**src/izk_pkg.sv**
```systemverilog
// Package for the Izhikevich neuron update unit: Q16.16 constants,
// controller command/status types and the saturating helpers. No dependencies.
package izk_pkg;
    localparam int unsigned NEURON_COUNT_DEF = 256;
    localparam int unsigned IDX_W = 8;

    localparam logic signed [31:0] Q_MAX = 32'sh7FFF_FFFF;
    localparam logic signed [31:0] Q_MIN = 32'sh8000_0000;
    localparam logic signed [31:0] K_THRESH = 32'sd1966080;
    localparam logic signed [31:0] K_QUAD = 32'sd2621;
    localparam logic signed [31:0] K_LIN = 32'sd327680;
    localparam logic signed [31:0] K_CONST = 32'sd9175040;
    localparam logic signed [31:0] K_HALF = 32'sd32768;
    localparam logic signed [31:0] V_INIT = -32'sd4259840;
    localparam logic signed [31:0] U_INIT = -32'sd1310720;
    localparam logic [30:0] DT_RESET = 31'd6554;
    localparam logic signed [31:0] IOFF_RESET = 32'sd655360;

    localparam logic CMD_LOAD = 1'b0;
    localparam logic CMD_STEP = 1'b1;
    localparam logic REG_TIME_STEP = 1'b0;
    localparam logic REG_OFFSET = 1'b1;

    // Datapath micro-operations issued by the controller.
    localparam logic [3:0] OP_NONE = 4'd0;
    localparam logic [3:0] OP_READ = 4'd1;
    localparam logic [3:0] OP_FETCH = 4'd2;
    localparam logic [3:0] OP_SPIKE = 4'd3;
    localparam logic [3:0] OP_M_QV = 4'd4;
    localparam logic [3:0] OP_M_QVV = 4'd5;
    localparam logic [3:0] OP_M_LV = 4'd6;
    localparam logic [3:0] OP_SUM = 4'd7;
    localparam logic [3:0] OP_M_HS = 4'd8;
    localparam logic [3:0] OP_M_DT = 4'd9;
    localparam logic [3:0] OP_M_BV = 4'd10;
    localparam logic [3:0] OP_M_AB = 4'd11;
    localparam logic [3:0] OP_M_DTU = 4'd12;
    localparam logic [3:0] OP_WRITE = 4'd13;
    localparam logic [3:0] OP_LOAD = 4'd14;
    localparam logic [3:0] OP_V_ACC = 4'd15;

    typedef struct packed {
        logic [3:0] op;
        logic       out_load;
    } t_cmd;

    typedef struct packed {
        logic over;
        logic in_range;
    } t_stat;

    function automatic logic signed [31:0] sat33(input logic signed [32:0] x);
        if (x > 33'sd2147483647) begin
            return Q_MAX;
        end else if (x < -33'sd2147483648) begin
            return Q_MIN;
        end
        return x[31:0];
    endfunction

    function automatic logic signed [31:0] qadd(input logic signed [31:0] x,
                                                input logic signed [31:0] y);
        return sat33(33'(x) + 33'(y));
    endfunction

    function automatic logic signed [31:0] qsub(input logic signed [31:0] x,
                                                input logic signed [31:0] y);
        return sat33(33'(x) - 33'(y));
    endfunction

    // Round the 64-bit product to Q16.16 (ties up) and saturate.
    function automatic logic signed [31:0] qround(input logic signed [63:0] p);
        logic signed [64:0] t;
        logic signed [48:0] r;
        t = 65'(p) + 65'sd32768;
        r = t[64:16];
        if (r > 49'sd2147483647) begin
            return Q_MAX;
        end else if (r < -49'sd2147483648) begin
            return Q_MIN;
        end
        return r[31:0];
    endfunction
endpackage

```
**src/izk_ctrl.sv**
```systemverilog
// Controller for the Izhikevich neuron update unit: sequences one item
// through the shared multiplier datapath. Depends on izk_pkg.
module izk_ctrl import izk_pkg::*; (
    input  logic i_clk,
    input  logic i_rst_n,
    input  logic i_valid,
    input  logic i_cmd,
    input  logic i_out_free,
    input  t_stat i_stat,
    output logic o_stall,
    output logic o_out_set,
    output t_cmd o_cmd
);
    localparam logic [4:0] S_IDLE = 5'd0;
    localparam logic [4:0] S_READ = 5'd1;
    localparam logic [4:0] S_FETCH = 5'd2;
    localparam logic [4:0] S_SPIKE = 5'd3;
    localparam logic [4:0] S_QV = 5'd4;
    localparam logic [4:0] S_QVV = 5'd5;
    localparam logic [4:0] S_LV = 5'd6;
    localparam logic [4:0] S_SUM = 5'd7;
    localparam logic [4:0] S_HS = 5'd8;
    localparam logic [4:0] S_DT = 5'd9;
    localparam logic [4:0] S_BV = 5'd10;
    localparam logic [4:0] S_AB = 5'd11;
    localparam logic [4:0] S_DTU = 5'd12;
    localparam logic [4:0] S_WRITE = 5'd13;
    localparam logic [4:0] S_DONE = 5'd14;
    localparam logic [4:0] S_ACC = 5'd15;

    logic [4:0] r_state, n_state;
    logic       r_pass, n_pass;
    logic       r_load, n_load;

    assign o_stall = (r_state != S_IDLE);

    // Next state and command decode.
    always_comb begin
        n_state = r_state;
        n_pass = r_pass;
        n_load = r_load;
        o_cmd.op = OP_NONE;
        o_cmd.out_load = r_load;
        o_out_set = 1'b0;
        case (r_state)
            S_IDLE: begin
                if (i_valid) begin
                    n_state = S_READ;
                    n_load = (i_cmd == CMD_LOAD);
                    n_pass = 1'b0;
                    o_cmd.op = (i_cmd == CMD_LOAD) ? OP_LOAD : OP_NONE;
                end
            end
            S_READ: begin
                o_cmd.op = OP_READ;
                n_state = S_FETCH;
            end
            S_FETCH: begin
                o_cmd.op = OP_FETCH;
                n_state = (r_load || !i_stat.in_range) ? S_DONE : S_SPIKE;
            end
            S_SPIKE: begin
                o_cmd.op = OP_SPIKE;
                n_state = S_QV;
            end
            S_QV: begin o_cmd.op = OP_M_QV; n_state = S_QVV; end
            S_QVV: begin o_cmd.op = OP_M_QVV; n_state = S_LV; end
            S_LV: begin o_cmd.op = OP_M_LV; n_state = S_SUM; end
            S_SUM: begin o_cmd.op = OP_SUM; n_state = S_HS; end
            S_HS: begin o_cmd.op = OP_M_HS; n_state = S_DT; end
            S_DT: begin o_cmd.op = OP_M_DT; n_state = S_ACC; end
            // Add the half step to V, then run the second pass or the recovery update.
            S_ACC: begin
                o_cmd.op = OP_V_ACC;
                n_pass = 1'b1;
                n_state = r_pass ? S_BV : S_QV;
            end
            S_BV: begin o_cmd.op = OP_M_BV; n_state = S_AB; end
            S_AB: begin o_cmd.op = OP_M_AB; n_state = S_DTU; end
            S_DTU: begin o_cmd.op = OP_M_DTU; n_state = S_WRITE; end
            S_WRITE: begin o_cmd.op = OP_WRITE; n_state = S_DONE; end
            S_DONE: begin
                if (i_out_free) begin
                    o_out_set = 1'b1;
                    n_state = S_IDLE;
                end
            end
            default: n_state = S_IDLE;
        endcase
    end

    always_ff @(posedge i_clk) begin
        if (!i_rst_n) begin
            r_state <= S_IDLE;
            r_pass <= 1'b0;
            r_load <= 1'b0;
        end else begin
            r_state <= n_state;
            r_pass <= n_pass;
            r_load <= n_load;
        end
    end
endmodule

```
**config.mk**
```make
export PLATFORM = sky130hd
export DESIGN_NAME = izk_ctrl
export DESIGN_NICKNAME = d
export VERILOG_FILES = /design/src/izk_pkg.sv /design/src/izk_ctrl.sv
export SDC_FILE = /design/constraint.sdc
export NUM_CORES = 1
export LEC_CHECK = 0
export ABC_AREA = 1
export BUFFER_PORTS_ARGS = -buffer_cell sky130_fd_sc_hd__buf_2
export CAP_MARGIN = 5
export CORE_MARGIN = 2
export CORE_UTILIZATION = 33
export DETAILED_ROUTE_END_ITERATION = 7
export SKIP_LAST_GASP = 1
export SYNTH_ARGS = -nofsm -noshare
export SYNTH_HDL_FRONTEND = slang
export SYNTH_SLANG_ARGS = --single-unit
```
**constraint.sdc**
```tcl
create_clock -name i_clk -period 1.05 [get_ports i_clk]
set_input_delay 0.1575 -clock i_clk [delete_from_list [all_inputs] [get_ports i_clk]]
set_output_delay 0.1575 -clock i_clk [all_outputs]
set_load 0.01 [all_outputs]
```
==> flow_summary.toml, run 1 <==
[pwr]
p_per_area_nw_per_um2 = 2530
ir_drop_mv = 1.48
p_leak_uw = 0.000423

[floorplan]
dieWidth_um = 40.7
rows = 13
coreArea_um2 = 1280
start_util_pct = 34.7
fp.dieArea_um2 = 1660
die_y_um = 40.7
ioPinCount = 14

[logic_synthesis]
avgSynthCellArea_um2 = 6.36
synth_cells = 70
ys_warn_count = 0
syn_nets = 77
synthesis.area_um2 = 445
synth_seq_cells = 6
synthDistinctLibCells = 19
ys_seq_area_share_pct = 27.0

[drt]
avgRoutedWirePerCell_um = 13.3
wl_met3_um = 66
drc_errors = 0
dr_wl_met2_um = 813
vias = 564
drt_iter0_drc = 12
top_layer = "met4"
drtPass1Iterations = 4
ant_nets = 0
vias_per_cell = 4.99
wl_met1_um = 594
wirelength_mm = 1.50

[setup_path]
cp_num_buf_inv = 1
regToRegStartpoint = "r_state[3]"
reg2reg_depth = 7
arrival_ps = 1300
regToRegSetupSlack_ps = -120
reg2reg_to = "r_state[0]"
crit_fanout = 4
setup.worst_path.start = "r_state[3]"
required_ps = 890
worstSetupEndpointType = "primary output"
cp.depth = 5
cp-start-kind = "flip-flop"
path_cells = "nor2_4, nand3_2, or2_4, a21oi_4, buf_6"
slowest_delay_ps = 340
worst_path_max_delay_cell = "dfxtp_2"
crit_path_end = "o_cmd[2]"
path_delay_family = "simple AND/OR/NAND/NOR gates"
critical_path_class = "reg2out"

[min_path]
hold_path.class = "in2reg"

[finish]
diodes = 0
stdcell_area_um2 = 818
drive_gt1_share_pct = 67.3
multi_input_area_um2 = 373
stdcell_count = 113
area.sequential_um2 = 130
fin_nets = 107
area.growth.synth_to_final_pct = 83.7
fill_cells = 106

[timing]
setup_slack_ps = -412
slew_headroom_pct = 86.0
hold_viol_final = 0
fmax_mhz = 684
worst_slew_pin_slew_ps = 209
drv_slew = 0
rsz0062_at_grt = "true"
period_needed_ps = 1460
skew_ps = 4.72
period_share_pct = 139
setup_viol = 11

[global_route]
grt_overflow = 0
antenna_found_initial = 0
grt_pass1_wl_mm = 2.14
grt_use_total_pct = 20.1
grt_max_degree = 6
first_global_vias = 531

[clocking]
holdBufCountCts = 0
numCtsBuffers = 3
clkSinkCount = 6
path_clk_slew_ps = 50
htree_levels = 1
clockRootBuffer = "clkbuf_4"
clk_latency_ps = 250
cts_tree = "yes"
clk_path_buf_depth = 2

[status]
status = "finished with violations"
violations = "negative setup slack"

[run]
drv_cap = 0

[placed_design]
dp_hpwl_um = 979
place_inst = 109
place_area_um2 = 652
portBuffers = 12
gp_congestion = 0.931
[layout make-up]
cell class | count | area share (%)
inverter | 13 | 7.19
sequential | 6 | 15.9
timing repair buffer | 27 | 26.3
multi-input combinational | 49 | 45.6
clock buffer | 3 | 2.75
tap | 15 | 2.29
[worst reg2reg max path: cells and delay by family, from the launching register on]
family          cells  cell delay, ps
flops               1             340
simple gates        4             320
buf+inv             2             220
compound gates      1             170
[state kept, by name, summed over array words and instances, names as in the netlist]
signal   count
r_state      4
r_pass       1
r_load       1
[logic make-up (layout without fill, tap and decap cells)]
kind of cell,Yosys count,in the layout,share of synthesized area (%)
buf+inv,15,43,13.8
simple gates,38,38,45.5
compound gates,11,11,13.8
flops,6,6,27.0
[how the worst min path moves through the flow]
stage                     slack [ps]  depth (start not counted)  startpoint          to
after detailed placement         360                          3     i_rst_n  r_state[1]
after global routing             120                          3     i_rst_n  r_state[1]
final                            110                          3     i_rst_n  r_state[1]
after floorplan                  260                          2     i_rst_n  r_state[1]
after global placement           360                          3     i_rst_n  r_state[1]
after CTS                        110                          3     i_rst_n  r_state[1]
[cells in the mapped netlist]
library cell | number | share of area, %
o21ai_0 | 2 | 2.2
inv_2 | 1 | 0.84
dfxtp_1 | 6 | 27
clkbuf_1 | 1 | 0.84
nor2_4 | 3 | 7.6
nand2_1 | 12 | 10
nand3_1 | 9 | 10
or2_4 | 1 | 2.0
inv_1 | 11 | 9.3
nand3_2 | 1 | 2.2
buf_4 | 1 | 1.7
nand2_2 | 4 | 5.6
nand4_1 | 1 | 1.4
a21oi_1 | 7 | 7.9
a21oi_2 | 1 | 2.0
nor2_2 | 1 | 1.4
nor2_1 | 6 | 5.1
clkinv_2 | 1 | 1.1
o21a_1 | 1 | 1.7
[what timing repair did]
| item | 4_1_cts | 5_1_grt |
|---|---|---|
| gates cloned | 0 | 0 |
| setup buffers | 4 | 1 |
| resized for setup | 20 | 21 |
| pin swaps | 10 | 8 |
| endpoints found under the setup margin | 11 | 12 |
| endpoints found under the hold margin | 0 | 0 |
[placed cells by master (no fill, tap or decap)]
cell type | netlist | final
nand2_1 | 12 | 11
o21ai_0 | 2 | 2
a21oi_4 | 0 | 3
nand3_4 | 0 | 1
or2_4 | 1 | 1
nand4_1 | 1 | 1
dfxtp_2 | 0 | 2
nand3_2 | 1 | 5
clkbuf_4 | 0 | 3
nand2_2 | 4 | 2
a21oi_2 | 1 | 3
dfxtp_1 | 6 | 2
nor2_4 | 3 | 5
nor2_1 | 6 | 3
inv_2 | 1 | 4
clkinv_4 | 0 | 1
o21a_1 | 1 | 1
buf_4 | 1 | 12
a21oi_1 | 7 | 2
nand2_4 | 0 | 3
inv_4 | 0 | 2
nand3_1 | 9 | 4
buf_6 | 0 | 8
nor2_2 | 1 | 2
dfxtp_4 | 0 | 2
inv_1 | 11 | 6
buf_2 | 0 | 7
[metrics by stage]
step / total power (uW) / util, % / hold WS, ps / setup TNS [ps] / setup WS [ps]
final: 2070 / 63.7 / 110 / -2050 / -412
after detailed placement: 1400 / 50.7 / 361 / -1020 / -184
after CTS: 1850 / 57.7 / 107 / -2140 / -439
after global placement: 1390 / 50.7 / 358 / -978 / -179
after global routing: 2190 / 63.7 / 121 / -2570 / -468
after floorplan: 984 / - / 255 / -362 / -112
[where the power goes]
group / internal [uW] / switching [uW] / total [uW] / leakage [uW]
Clock: 129 / 82.8 / 212 / 0.0000138
Sequential: 311 / 73.6 / 384 / 0.0000512
Combinational: 734 / 738 / 1470 / 0.000357
Total: 1170 / 895 / 2070 / 0.000423
[metal layers]
metal / track usage, % / vias up
met5: 0 / -
met3: 5.43 / 6
met2: 34.9 / 21
li1: - / 284
met4: 9.17 / 0
met1: 22.5 / 253
Power figures use the tool's default switching activity.
==> inputs of run 2 (changes only) <==
--- a/config.mk
+++ b/config.mk
@@ -6,7 +6,7 @@
 export NUM_CORES = 1
 export LEC_CHECK = 0
 export ABC_AREA = 1
-export BUFFER_PORTS_ARGS = -buffer_cell sky130_fd_sc_hd__buf_2
+export BUFFER_PORTS_ARGS = -buffer_cell sky130_fd_sc_hd__buf_4
 export CAP_MARGIN = 5
 export CORE_MARGIN = 2
 export CORE_UTILIZATION = 33
==> run 2 against run 1 <==
- the flow still finishes with violations (negative setup slack)
- final cell count is 1.8% higher
- die area stayed put
- utilization is 1.2 points lower
- maximum frequency is 0.32% higher
- critical path depth stayed put
- combinational power is 10% lower
- largest cell class unchanged
- highest routed layer unchanged
==> flow_summary.toml, run 2 (same netlist as run 1, synthesis figures left out) <==
[status]
status = "finished with violations"
violations = "negative setup slack"

[setup_path]
regToRegSetupSlack_ps = -130
worstSetupEndpointType = "primary output"
cp-start-kind = "flip-flop"
slowest_delay_ps = 340
arrival_ps = 1300
crit_fanout = 4
worst_path_max_delay_cell = "dfxtp_2"
required_ps = 890
critical_path_class = "reg2out"
path_cells = "nor2_4, nand3_2, or2_4, a21oi_4, buf_4"

[finish]
fin_nets = 109
largest_reg_flops = 4
most-common-layout-cells = "buf_4 (25), nand2_1 (11), nand3_1 (8)"
utilization_pct = 62.5
top_register = "r_state"
stdcell_area_um2 = 803
drive_gt1_share_pct = 63.0
stdcell_count = 115
final_common_cell = "buf_4"
fill_cells = 124
multi_input_area_um2 = 343
diodes = 0
area.growth.synth_to_final_pct = 80.3
reg.largest.list = "r_state x4, r_load x1, r_pass x1"
area.sequential_um2 = 128

[drt]
ant_nets = 0
wirelength_mm = 1.21
vias_per_cell = 4.58
avgRoutedWirePerCell_um = 10.5
drt_iter0_drc = 4
drtPass1Iterations = 4
vias = 527
drc_errors = 0

[clocking]
clkSinkCount = 6
htree_levels = 1
numCtsBuffers = 3
path_clk_slew_ps = 40
clk_latency_ps = 230
clockRootBuffer = "clkbuf_4"
holdBufCountCts = 0
clk_path_buf_depth = 2
cts_tree = "yes"

[global_route]
grt_pass1_wl_mm = 2.04
grt_use_total_pct = 18.6
use_met1_pct = 23.4
met3_usage_pct = 1.63
grt_max_degree = 6
antenna_found_initial = 0
top_usage_layer = "met2"
grt_overflow = 0
first_global_vias = 513
use_met2_pct = 32.1

[timing]
hold_viol_final = 0
setup_viol = 12
rsz0062_at_grt = "true"
drv_slew = 0
worst_slew_pin_slew_ps = 193
slew_headroom_pct = 87.1
finalSetupTns_ps = -2450
setup_slack_ps = -407
skew_ps = 0.239
period_needed_ps = 1460
period_share_pct = 139
fmax_mhz = 686

[floorplan]
ioPinCount = 14
rows = 13
dieWidth_um = 40.7
start_util_pct = 34.7
coreArea_um2 = 1280
fp.dieArea_um2 = 1660
die_y_um = 40.7

[pwr]
p_per_area_nw_per_um2 = 2370
p_leak_uw = 0.000423
ir_drop_mv = 1.34
design_power_total_uw = 1900

[placed_design]
dp_hpwl_um = 946
portBuffers = 12
gp_congestion = 0.846
place_inst = 109
place_area_um2 = 682

[run]
drv_cap = 0

[min_path]
hold_path.class = "in2reg"
-- run 2: cell types whose count changed in the layout (fill, tap and decap cells not counted), moves of 3 or more --
cell,delta
nand3_2,-3
buf_2,-7
nand3_1,+4
buf_6,-4
buf_4,+13
-- run 2: layer usage --
layer  routed length, um  vias up
met2                 601       12
met4                   6        0
met5                   0        -
li1                    -      283
met3                  43        2
met1                 556      230
-- run 2: final timing paths --
kind	startpoint	endpoint	cells past startpoint
worst min-delay path	i_rst_n	r_state[1]	3
worst max register to register	r_state[0]	r_state[1]	9
worst max-delay path	r_state[3]	o_cmd[2]	5
worst min register to register	r_load	r_load	2
-- run 2: where the power goes --
part / total [uW] / internal [uW] / switching, uW
clock: 200 / 128 / 71.4
combinational: 1320 / 711 / 609
sequential: 381 / 307 / 74.0
total: 1900 / 1150 / 755
-- run 2: layout make-up --
cell class | count | share of cell area [%]
clock buffer | 3 | 2.80
inverter | 13 | 7.32
multi-input combinational | 49 | 42.7
sequential | 6 | 15.9
tap | 15 | 2.34
timing repair buffer | 29 | 29.0
-- run 2: what timing repair did --
item	in CTS	in global routing
resized for setup	21	9
pin swaps	9	3
setup buffers	3	1
hold endpoints to repair	0	0
endpoints found under the setup margin	10	12
-- run 2: stage by stage --
stage               setup slack [ps]  hold slack, ps
floorplan                       -112             255
global placement                -171             361
detailed placement              -188             367
CTS                             -420             113
global route                    -471             134
finish                          -407             125
-- run 2: worst max-delay path, delay by kind of cell (launching register included) --
kind                   cells  cell delay (ps)
and+or+nand+nor            3              480
DFF                        1              340
buffers and inverters      1              120
AOI/OAI and AO/OA          1              120
==> inputs of run 3 (changes only) <==
--- a/config.mk
+++ b/config.mk
@@ -8,9 +8,12 @@
 export ABC_AREA = 1
 export BUFFER_PORTS_ARGS = -buffer_cell sky130_fd_sc_hd__buf_4
 export CAP_MARGIN = 5
+export CELL_PAD_IN_SITES_DETAIL_PLACEMENT = 0
+export CELL_PAD_IN_SITES_GLOBAL_PLACEMENT = 1
 export CORE_MARGIN = 2
-export CORE_UTILIZATION = 33
+export CORE_UTILIZATION = 28
 export DETAILED_ROUTE_END_ITERATION = 7
+export PLACE_DENSITY_LB_ADDON = 0.1
 export SKIP_LAST_GASP = 1
 export SYNTH_ARGS = -nofsm -noshare
 export SYNTH_HDL_FRONTEND = slang
==> run 3 against run 2 <==
- the run still ends with negative setup slack left
- flip-flop and latch count unchanged
- design area up 10%
- sequential power up 1%
- clock skew up 4.9 ps
- utilization down 3.7 points
- final cell count up 7.0%
- count of clock-buffer cells in the layout unchanged
- non-clock buffer count up 7
- setup slack worse by 13 ps
- combinational power up 18%
- via count up 7.6%
- die area up 16%
- critical path type unchanged
- largest power group unchanged
==> flow_summary.toml, run 3 (same netlist as run 1, synthesis figures left out) <==
[setup_path]
worstSetupEndpointType = "primary output"
required_ps = 890
crit_fanout = 4
arrival_ps = 1310
cp-start-kind = "flip-flop"
critical_path_class = "reg2out"

[floorplan]
dieWidth_um = 43.9
rows = 14
die_y_um = 43.9
fp.dieArea_um2 = 1930
coreArea_um2 = 1510
ioPinCount = 14
start_util_pct = 29.6

[timing]
fmax_mhz = 680
hold_viol_final = 0
period_needed_ps = 1470
setup_slack_ps = -420
rsz0062_at_grt = "true"
whs_ps = 107
skew_ps = 5.12
slew_headroom_pct = 88.0
worst_slew_pin_slew_ps = 178
drv_slew = 0
period_share_pct = 140
setup_viol = 11

[drt]
vias_per_cell = 4.61
vias = 567
avgRoutedWirePerCell_um = 11.5
wirelength_mm = 1.42
drc_errors = 0
drtPass1Iterations = 4
ant_nets = 0
drt_iter0_drc = 13

[clocking]
numCtsBuffers = 3
holdBufCountCts = 0
htree_levels = 1
clkSinkCount = 6
clk_latency_ps = 240
clockRootBuffer = "clkbuf_4"
path_clk_slew_ps = 50
cts_tree = "yes"
clk_path_buf_depth = 2

[pwr]
p_leak_uw = 0.000471
p_per_area_nw_per_um2 = 2430
ir_drop_mv = 1.22

[placed_design]
gp_congestion = 0.793
place_area_um2 = 698
dp_hpwl_um = 979
portBuffers = 12

[run]
drv_cap = 0

[finish]
most-common-layout-cells = "buf_4 (25), nand2_1 (11), buf_6 (11)"
final_common_cell = "buf_4"
largest_reg_flops = 4
area.growth.synth_to_final_pct = 98.9
diodes = 0
fill_cells = 148
reg.largest.list = "r_state x4, r_load x1, r_pass x1"
top_register = "r_state"
fin_nets = 116
stdcell_area_um2 = 886
drive_gt1_share_pct = 61.7

[global_route]
antenna_found_initial = 0
grt_pass1_wl_mm = 2.18
grt_overflow = 0
grt_max_degree = 6
first_global_vias = 520
grt_use_total_pct = 15.9

[status]
violations = "negative setup slack"
status = "finished with violations"

[min_path]
hold_path.class = "in2reg"
==> run 3: area by class of cell <==
cell class	count	area, um^2	share of cell area [%]
flip-flops and latches	6	130	14.7
clock buffers	3	22.5	2.54
well taps	16	20.0	2.26
multi-input cells	49	348	39.3
inverters	13	53.8	6.07
repair buffers	36	312	35.2
==> run 3: power breakdown <==
| part | leakage [uW] | internal, uW | switching [uW] |
|---|---|---|---|
| Sequential | 0.0000513 | 312 | 72.9 |
| Clock | 0.0000138 | 129 | 81.2 |
| Combinational | 0.000406 | 870 | 688 |
==> run 3: worst paths after layout <==
| path | start | end | slack, ps | depth (start not counted) |
|---|---|---|---|---|
| worst max register to register | r_state[0] | r_state[0] | -270 | 9 |
| worst min register to register | r_load | r_load | 500 | 2 |
| worst min-delay path | i_rst_n | r_state[1] | 110 | 3 |
| worst max-delay path | r_state[3] | o_cmd[4] | -420 | 5 |
==> run 3: per-layer routing <==
layer  share of wire [%]  routed length, um  vias to the layer above  GRT usage [%]
met4                0.64                  9                        0           9.09
met3                 3.0                 43                        2           3.75
met1                  40                565                      253           17.8
met2                  56                799                       13           27.1
met5                   0                  0                        -              0
li1                    -                  -                      299              -
==> run 3: metrics by stage <==
step                      util (%)  cells  setup slack, ps  TNS [ps]  power (uW)
after floorplan                  -     70             -112      -362         984
final                         58.8    123             -420     -3060        2150
after global placement        46.3    112             -172     -1260        1520
after global routing          58.8    123             -491     -3880        2330
after CTS                     53.6    121             -426     -2600        1960
after detailed placement      46.3    112             -181     -1330        1510
==> run 3: worst max-delay path, stage by stage, from the launching register on <==
cell and delay [ps]:
dfxtp_2 330, nor2_4 120, nand3_2 90, or2_4 280, a21oi_4 130, buf_6 110
==> run 3: what timing repair did <==
item | in CTS | in global routing
pin swaps | 3 | 12
setup endpoints to repair | 11 | 11
setup buffers | 6 | 3
gates resized for setup | 13 | 17
